**src/sv/bounded_compacting_list_defines.svh**
```systemverilog
// Assertion macros shared by the project.
`ifndef BOUNDED_COMPACTING_LIST_DEFINES_SVH
`define BOUNDED_COMPACTING_LIST_DEFINES_SVH

// Same-cycle implication.
`define BCL_ASSERT_IMP(label, clk, rst_n, ante, cons) \
	label: assert property (@(posedge clk) disable iff (!rst_n) (ante) |-> (cons)) \
		else $error("bcl: implication failed");

// Next-cycle implication.
`define BCL_ASSERT_NXT(label, clk, rst_n, ante, cons) \
	label: assert property (@(posedge clk) disable iff (!rst_n) (ante) |=> (cons)) \
		else $error("bcl: next-cycle implication failed");

`endif

```
**src/sv/bcl_pkg.sv**
```systemverilog
`timescale 1ns / 1ps

package bcl_pkg;

	localparam int COUNT_W  = 5;
	localparam int INDEX_W  = 4;
	localparam int DATA_W   = 32;
	localparam int CMD_W    = 2;
	localparam int STATUS_W = 2;

	localparam logic [COUNT_W-1:0] CAP_RESET = COUNT_W'(16);

	typedef enum logic [CMD_W-1:0] {
		CMD_APPEND = 2'd0,
		CMD_REMOVE = 2'd1,
		CMD_READ   = 2'd2,
		CMD_NOP    = 2'd3
	} cmd_e_t;

	typedef enum logic [STATUS_W-1:0] {
		ST_OK        = 2'd0,
		ST_FULL      = 2'd1,
		ST_BAD_INDEX = 2'd2
	} status_e_t;

	typedef enum logic [1:0] {
		S_IDLE,
		S_RDATA,
		S_SHIFT,
		S_FINISH
	} state_t;

	typedef struct packed {
		logic [CMD_W-1:0]   command;
		logic [INDEX_W-1:0] index;
		logic [DATA_W-1:0]  value;
	} in_item_t;

	typedef struct packed {
		logic [DATA_W-1:0]   read_value;
		logic [COUNT_W-1:0]  count;
		logic [STATUS_W-1:0] status;
	} out_item_t;

endpackage

```
**src/sv/bounded_compacting_list.sv**
```systemverilog
// Bounded compacting list: up to DEPTH words kept packed from position zero in one
// simple dual-port synchronous RAM (one write and one read per cycle, registered read
// data). Commands are append, remove-at-index and read-at-index; every command
// transfer yields one result with the read word, the count after the command and a
// status. One command is in work at a time; the next transfer is taken once the result
// has entered the output register, which holds it until the consumer takes it. Append,
// unused codes, rejected commands and a remove of the last entry go straight to the
// finish state; a read passes the read-data state; any other remove moves one word down
// per cycle in the shift state via the single RAM write port. The capacity clamps to 1..DEPTH.
`timescale 1ns / 1ps
`include "bounded_compacting_list_defines.svh"

module bounded_compacting_list #(
	parameter int DEPTH      = 16,
	parameter int WORD_WIDTH = 32
) (
	input  logic                        clk,
	input  logic                        arst_n,
	input  logic                        cfg_we,
	input  logic [bcl_pkg::COUNT_W-1:0] cfg_wdata,
	input  logic                        in_valid,
	output logic                        in_stall,
	input  bcl_pkg::in_item_t           in_data,
	output logic                        out_valid,
	input  logic                        out_stall,
	output bcl_pkg::out_item_t          out_data
);

	import bcl_pkg::*;

	localparam int AW = $clog2(DEPTH);

	logic                  ram_we;
	logic [AW-1:0]         ram_waddr;
	logic [WORD_WIDTH-1:0] ram_wdata;
	logic                  ram_re;
	logic [AW-1:0]         ram_raddr;
	logic [WORD_WIDTH-1:0] ram_rdata;

	bcl_ram #(
		.DEPTH      (DEPTH),
		.WORD_WIDTH (WORD_WIDTH)
	) u_ram (
		.clk   (clk),
		.we    (ram_we),
		.waddr (ram_waddr),
		.wdata (ram_wdata),
		.re    (ram_re),
		.raddr (ram_raddr),
		.rdata (ram_rdata)
	);

	bcl_ctrl #(
		.DEPTH      (DEPTH),
		.WORD_WIDTH (WORD_WIDTH)
	) u_ctrl (
		.clk       (clk),
		.arst_n    (arst_n),
		.cfg_we    (cfg_we),
		.cfg_wdata (cfg_wdata),
		.in_valid  (in_valid),
		.in_stall  (in_stall),
		.in_data   (in_data),
		.out_valid (out_valid),
		.out_stall (out_stall),
		.out_data  (out_data),
		.ram_we    (ram_we),
		.ram_waddr (ram_waddr),
		.ram_wdata (ram_wdata),
		.ram_re    (ram_re),
		.ram_raddr (ram_raddr),
		.ram_rdata (ram_rdata)
	);

	`BCL_ASSERT_IMP(a_no_rw_collide, clk, arst_n, ram_we && ram_re, ram_waddr != ram_raddr)
	`BCL_ASSERT_NXT(a_busy_after_transfer, clk, arst_n, in_valid && !in_stall, in_stall)
	`BCL_ASSERT_IMP(a_zero_on_error, clk, arst_n, out_valid && out_data.status != ST_OK, out_data.read_value == '0)
	`BCL_ASSERT_IMP(a_full_nonempty, clk, arst_n, out_valid && out_data.status == ST_FULL, out_data.count != '0)

endmodule

```
**src/sv/bcl_ram.sv**
```systemverilog
`timescale 1ns / 1ps

module bcl_ram #(
	parameter int DEPTH      = 16,
	parameter int WORD_WIDTH = 32
) (
	input  logic                     clk,
	input  logic                     we,
	input  logic [$clog2(DEPTH)-1:0] waddr,
	input  logic [WORD_WIDTH-1:0]    wdata,
	input  logic                     re,
	input  logic [$clog2(DEPTH)-1:0] raddr,
	output logic [WORD_WIDTH-1:0]    rdata
);

	logic [WORD_WIDTH-1:0] mem [DEPTH];

	always_ff @(posedge clk) begin
		if (we) begin
			mem[waddr] <= wdata;
		end
	end

	always_ff @(posedge clk) begin
		if (re) begin
			rdata <= mem[raddr];
		end
	end

endmodule

```
**src/sv/bcl_ctrl.sv**
```systemverilog
`timescale 1ns / 1ps

module bcl_ctrl #(
	parameter int DEPTH      = 16,
	parameter int WORD_WIDTH = 32
) (
	input  logic                          clk,
	input  logic                          arst_n,
	input  logic                          cfg_we,
	input  logic [bcl_pkg::COUNT_W-1:0]   cfg_wdata,
	input  logic                          in_valid,
	output logic                          in_stall,
	input  bcl_pkg::in_item_t             in_data,
	output logic                          out_valid,
	input  logic                          out_stall,
	output bcl_pkg::out_item_t            out_data,
	output logic                          ram_we,
	output logic [$clog2(DEPTH)-1:0]      ram_waddr,
	output logic [WORD_WIDTH-1:0]         ram_wdata,
	output logic                          ram_re,
	output logic [$clog2(DEPTH)-1:0]      ram_raddr,
	input  logic [WORD_WIDTH-1:0]         ram_rdata
);

	import bcl_pkg::*;

	localparam int AW       = $clog2(DEPTH);
	localparam int COUNT_MX = (1 << COUNT_W) - 1;
	localparam logic [COUNT_W-1:0] CAP_MAX =
		COUNT_W'((DEPTH < COUNT_MX) ? DEPTH : COUNT_MX);

	state_t             state_q, state_d;
	logic [COUNT_W-1:0] count_q, count_d;
	logic [COUNT_W-1:0] ptr_q, ptr_d;
	logic [COUNT_W-1:0] cap_q;
	logic [COUNT_W-1:0] eff_cap;
	logic [COUNT_W-1:0] idx_ext;
	logic               full;
	logic               out_valid_q;
	logic               out_load;
	out_item_t          pend_q, pend_d;
	out_item_t          out_q;

	assign idx_ext   = COUNT_W'(in_data.index);
	assign eff_cap   = (cap_q == '0) ? COUNT_W'(1) : ((cap_q > CAP_MAX) ? CAP_MAX : cap_q);
	assign full      = (count_q >= eff_cap);
	assign out_valid = out_valid_q;
	assign out_data  = out_q;

	always_ff @(posedge clk or negedge arst_n) begin
		if (!arst_n) begin
			state_q     <= S_IDLE;
			count_q     <= '0;
			ptr_q       <= '0;
			cap_q       <= CAP_RESET;
			out_valid_q <= 1'b0;
		end else begin
			state_q <= state_d;
			count_q <= count_d;
			ptr_q   <= ptr_d;
			if (cfg_we) begin
				cap_q <= cfg_wdata;
			end
			if (out_load) begin
				out_valid_q <= 1'b1;
			end else if (!out_stall) begin
				out_valid_q <= 1'b0;
			end
		end
	end

	always_ff @(posedge clk) begin
		pend_q <= pend_d;
		if (out_load) begin
			out_q <= pend_q;
		end
	end

	always_comb begin
		state_d   = state_q;
		count_d   = count_q;
		ptr_d     = ptr_q;
		pend_d    = pend_q;
		ram_we    = 1'b0;
		ram_waddr = AW'(count_q);
		ram_wdata = WORD_WIDTH'(in_data.value);
		ram_re    = 1'b0;
		ram_raddr = AW'(in_data.index);
		in_stall  = (state_q != S_IDLE);
		out_load  = 1'b0;
		case (state_q)
			S_IDLE: begin
				if (in_valid) begin
					pend_d.read_value = '0;
					pend_d.count      = count_q;
					pend_d.status     = ST_OK;
					state_d           = S_FINISH;
					case (in_data.command)
						CMD_APPEND: begin
							if (full) begin
								pend_d.status = ST_FULL;
							end else begin
								ram_we       = 1'b1;
								count_d      = count_q + COUNT_W'(1);
								pend_d.count = count_q + COUNT_W'(1);
							end
						end
						CMD_REMOVE: begin
							if (idx_ext >= count_q) begin
								pend_d.status = ST_BAD_INDEX;
							end else if (idx_ext + COUNT_W'(1) == count_q) begin
								count_d      = count_q - COUNT_W'(1);
								pend_d.count = count_q - COUNT_W'(1);
							end else begin
								ram_re    = 1'b1;
								ram_raddr = AW'(idx_ext + COUNT_W'(1));
								ptr_d     = idx_ext;
								state_d   = S_SHIFT;
							end
						end
						CMD_READ: begin
							if (idx_ext >= count_q) begin
								pend_d.status = ST_BAD_INDEX;
							end else begin
								ram_re  = 1'b1;
								state_d = S_RDATA;
							end
						end
						default: begin
						end
					endcase
				end
			end
			S_RDATA: begin
				pend_d.read_value = DATA_W'(ram_rdata);
				state_d           = S_FINISH;
			end
			S_SHIFT: begin
				// move entry ptr+1 down to ptr, fetch the next one while one remains
				ram_we    = 1'b1;
				ram_waddr = AW'(ptr_q);
				ram_wdata = ram_rdata;
				if ({1'b0, ptr_q} + (COUNT_W + 1)'(2) < {1'b0, count_q}) begin
					ram_re    = 1'b1;
					ram_raddr = AW'(ptr_q + COUNT_W'(2));
					ptr_d     = ptr_q + COUNT_W'(1);
				end else begin
					count_d      = count_q - COUNT_W'(1);
					pend_d.count = count_q - COUNT_W'(1);
					state_d      = S_FINISH;
				end
			end
			S_FINISH: begin
				if (!out_valid_q || !out_stall) begin
					out_load = 1'b1;
					state_d  = S_IDLE;
				end
			end
			default: begin
				state_d = S_IDLE;
			end
		endcase
	end

endmodule
```
**config.mk**
```make
export PLATFORM = sky130hd
export DESIGN_NAME = bounded_compacting_list
export DESIGN_NICKNAME = d
export VERILOG_FILES = /design/src/sv/bcl_pkg.sv /design/src/sv/bounded_compacting_list.sv /design/src/sv/bcl_ram.sv /design/src/sv/bcl_ctrl.sv
export VERILOG_INCLUDE_DIRS = /design/src /design/src/sv
export SDC_FILE = /design/constraint.sdc
export NUM_CORES = 1
export LEC_CHECK = 0
export BUFFER_PORTS_ARGS = -buffer_cell sky130_fd_sc_hd__buf_2
export CORE_AREA = 2 2 232 257
export CTS_BUF_LIST = sky130_fd_sc_hd__clkbuf_4
export DETAILED_ROUTE_END_ITERATION = 10
export DIE_AREA = 0 0 234 259
export HOLD_SLACK_MARGIN = 0.1
export PLACE_DENSITY = 0.71
export SLEW_MARGIN = 10
export SYNTH_ARGS = -nofsm -noshare
export SYNTH_HDL_FRONTEND = slang
export SYNTH_SLANG_ARGS = --single-unit
```
**constraint.sdc**
```tcl
create_clock -name clk -period 7.4 [get_ports clk]
set_input_delay 1.11 -clock clk [delete_from_list [all_inputs] [get_ports clk]]
set_output_delay 1.11 -clock clk [all_outputs]
set_load 0.03 [all_outputs]
```
==> results.md <==
* Status: completed
* Critical path arrival at 5.61 ns
* Setup TNS at 0 ns
* Worst hold path class: in2async
* Core area at 58100 um2
* Setup Skew at ~0.052 ns
* GP Congestion at roughly 0.85
* Pin count of the biggest net entering global routing at 139
* Final Hold Fails at 0
* CTS tree: built
* Vias/cell at slightly below 6
* Post-synth top flop: edfxtp_1
* Fin nets at 1998
* Synth async-reset ratio at around 2.8%
* Final setup viols at 0
* Overflow left after global routing at 0
* Dpl cells at 2533
* RSZ-0062 raised after global routing: false
* CP dominant cell by count: buf_4
* FF-to-FF path depth at 13
* Slew Limit Headroom at 24.0%
* Hold_buf cts at 0
* Reg2reg setup slack at 2.42 ns
* Synth unique cells at 58
* Final Non-Filler Cells at around 2800
* Clk pin slew, worst setup/hold paths at 0.07 ns
* Drt initial violations at 1689
* Share of Yosys cell area claimed by the top area cell type at 72.5%
* P&R area growth vs syn at 12.3%
* Slowest CP cell: nor3b_4
* Average cell area after synthesis at 14.6 um2
* First-pass GRT wire length at 91.1 mm
* P per Cell Area at 456 nW/um2
* Hold_ws at 0.189 ns
* Critical path cell sequence: inv_1, ha_1, a21o_1, a31oi_1, o2111ai_1, a21boi_1, a22o_1, nor3b_4, buf_4, buf_4, a32o_1, o22ai_1, a211o_1
* Initial Util at between 40% and 50%
* CP Launch Type: register
* Leakage at 0.0100 uW
* DR vias at 16000
* Remaining DRCs at 0
* Max Fclk at 201 MHz
* WS Path Type: reg2reg
* Avg WL per Cell at 21.7 um
* Seq cells post-synth at 640
* RR Startpoint: u_ctrl.count_q[2]
* Hpwl dp at 31.2 mm
* Period minus WS final at 4.98 ns
* Setup Buffers After CTS at 0
* Post-synthesis sequential area ratio at 74.2%
* CP required at 8.03 ns
* Share of cells above drive strength 1 at between 20 and 25%
* Crit path from: u_ctrl.count_q[2]
* First-pass DRT Iterations at 6
* Slew Viols, Final at 0
* TritonCTS buffer count at 149
* Die Area at 60600 um2
* # IOs at 89
* Count leader, synth: edfxtp_1
* Final period util at 67.3%
* Port Buffers at 88
* Die Height at 259 um
* Yosys Warn Count at 0
* Worst VDD drop at 0.000337 V
* Synthesized Nets at 1837
* Synth top cells by count: edfxtp_1, nand2_1, a21oi_1
* Max clock buf depth at 3
* CP Max Fanout at 40
* Die width at 234 um
* Crit-path max cell delay at 0.94 ns
* H-tree levels at 4
* Final wirelength at 60.6 mm
* Main area contributors after synthesis: edfxtp_1, nand2_1, a21oi_1
* # rows at a little over 90
* Syn Std Cell Area at 25800 um2
* Syn Inst Count at 1763
* Clock sinks at 640
* Worst-Skew Late Latency at between 0.8 and 0.9 ns
* Total GRT Usage at 19.9%
* Clock root buffer: clkbuf_4
* R2r endpoint: u_ram.rdata[21]
* Total Power at 13200 uW
* Initial antenna violation count at 4
* Final ANT Viol Nets at 0
* Cell taking the most area after synthesis: edfxtp_1
* Slew @ Worst Pin at 1.14 ns
* Number of synthesized flops with an enable pin at 622
* Number of global-route vias before repair at 15900
* Setup crit end kind: register
* Max Cap Violations at 0
* Post-CTS sizing at 0
==> per-layer routing <==
layer | vias to the layer above | wire length, um | GRT usage, %
met5 | - | 13 | 0
met4 | 2 | 1930 | 9.09
met3 | 150 | 4460 | 3.58
met2 | 739 | 30200 | 33.5
met1 | 7961 | 23900 | 25.0
li1 | 7192 | - | -
==> how the worst max path moves through the flow <==
| stage | cells after the start | to |
|---|---|---|
| after global placement | 14 | u_ram.rdata[10] |
| after CTS | 12 | u_ram.mem[8][31] |
| after global routing | 13 | u_ram.rdata[21] |
| after detailed placement | 14 | u_ram.rdata[31] |
| after floorplan | 1 | u_ctrl.out_data[0] |
| final | 13 | u_ram.rdata[21] |
==> through the flow <==
stage	setup slack (ns)	util [%]	area [um2]
finish	2.42	49.8	28900
global route	2.11	49.8	28900
CTS	2.43	49.8	28900
detailed placement	2.13	46.8	27100
global placement	2.26	46.8	27100
floorplan	2.92	-	25800
==> worst max-delay path, delay by kind of cell (launching register included) <==
| kind | cells | cell delay (ns) |
|---|---|---|
| buffers and inverters | 3 | 1.02 |
| flip-flops | 1 | 0.65 |
| AND/OR/NAND/NOR | 1 | 0.94 |
| AO/OA/AOI/OAI | 8 | 1.73 |
| adder cells (fa/ha/maj) | 1 | 0.37 |
==> area by class of cell <==
type / instances / area [um2]
Clock inverter: 42 / 236
Tap cell: 760 / 951
Sequential cell: 640 / 19100
Timing Repair Buffer: 126 / 788
Inverter: 22 / 82.6
Antenna cell: 4 / 10.0
Clock buffer: 206 / 1550
Multi-Input combinational cell: 985 / 6200
Fill cell: 4824 / 29100
==> flip-flops by register name (all words and copies together), names as in the netlist <==
name	count
u_ctrl.ptr_q	5
u_ram.rdata	32
u_ctrl.out_valid	1
u_ctrl.out_data	39
u_ctrl.cap_q	5
u_ctrl.count_q	5
u_ctrl.state_q	2
u_ctrl.pend_q	39
u_ram.mem	512
==> power breakdown <==
group / total (uW) / switching (uW) / internal (uW) / leakage (uW)
clock network: 2660 / 1310 / 1350 / 0.00105
logic: 5210 / 3500 / 1710 / 0.00311
registers: 5320 / 235 / 5090 / 0.00587
total: 13200 / 5050 / 8150 / 0.0100
==> layout by cell type, fill, tap and decap left out, drive strengths merged, types with 5 or more instances in the layout <==
cell | netlist | final
nor3 | 11 | 11
buf | 69 | 126
inv | 22 | 27
a221oi | 32 | 32
edfxtp | 622 | 622
xnor2 | 6 | 6
a211o | 32 | 32
ha | 26 | 26
clkbuf | 47 | 206
a21oi | 144 | 144
a32o | 65 | 65
a31oi | 8 | 8
clkinv | 0 | 31
o21ai | 23 | 23
mux2i | 33 | 33
nand2b | 5 | 5
a21o | 7 | 7
nor2 | 37 | 37
dfrtp | 17 | 17
nand2 | 355 | 355
mux2 | 39 | 39
o22ai | 37 | 37
a32oi | 35 | 35
and2 | 35 | 35
nand3 | 10 | 10
==> cells by family (layout without fill, tap and decap cells) <==
group,Yosys count,after routing,synth area share [%]
AOI/OAI and AO/OA,409,409,11.3
xor gates and xnor gates,8,8,0.272
adders and majority gates,26,26,1.26
buffers and inverters,138,396,2.41
DFF,640,640,74.2
muxes,72,72,2.99
other,0,4,0
and+or+nand+nor,470,470,7.56
Power figures use the tool's default switching activity.
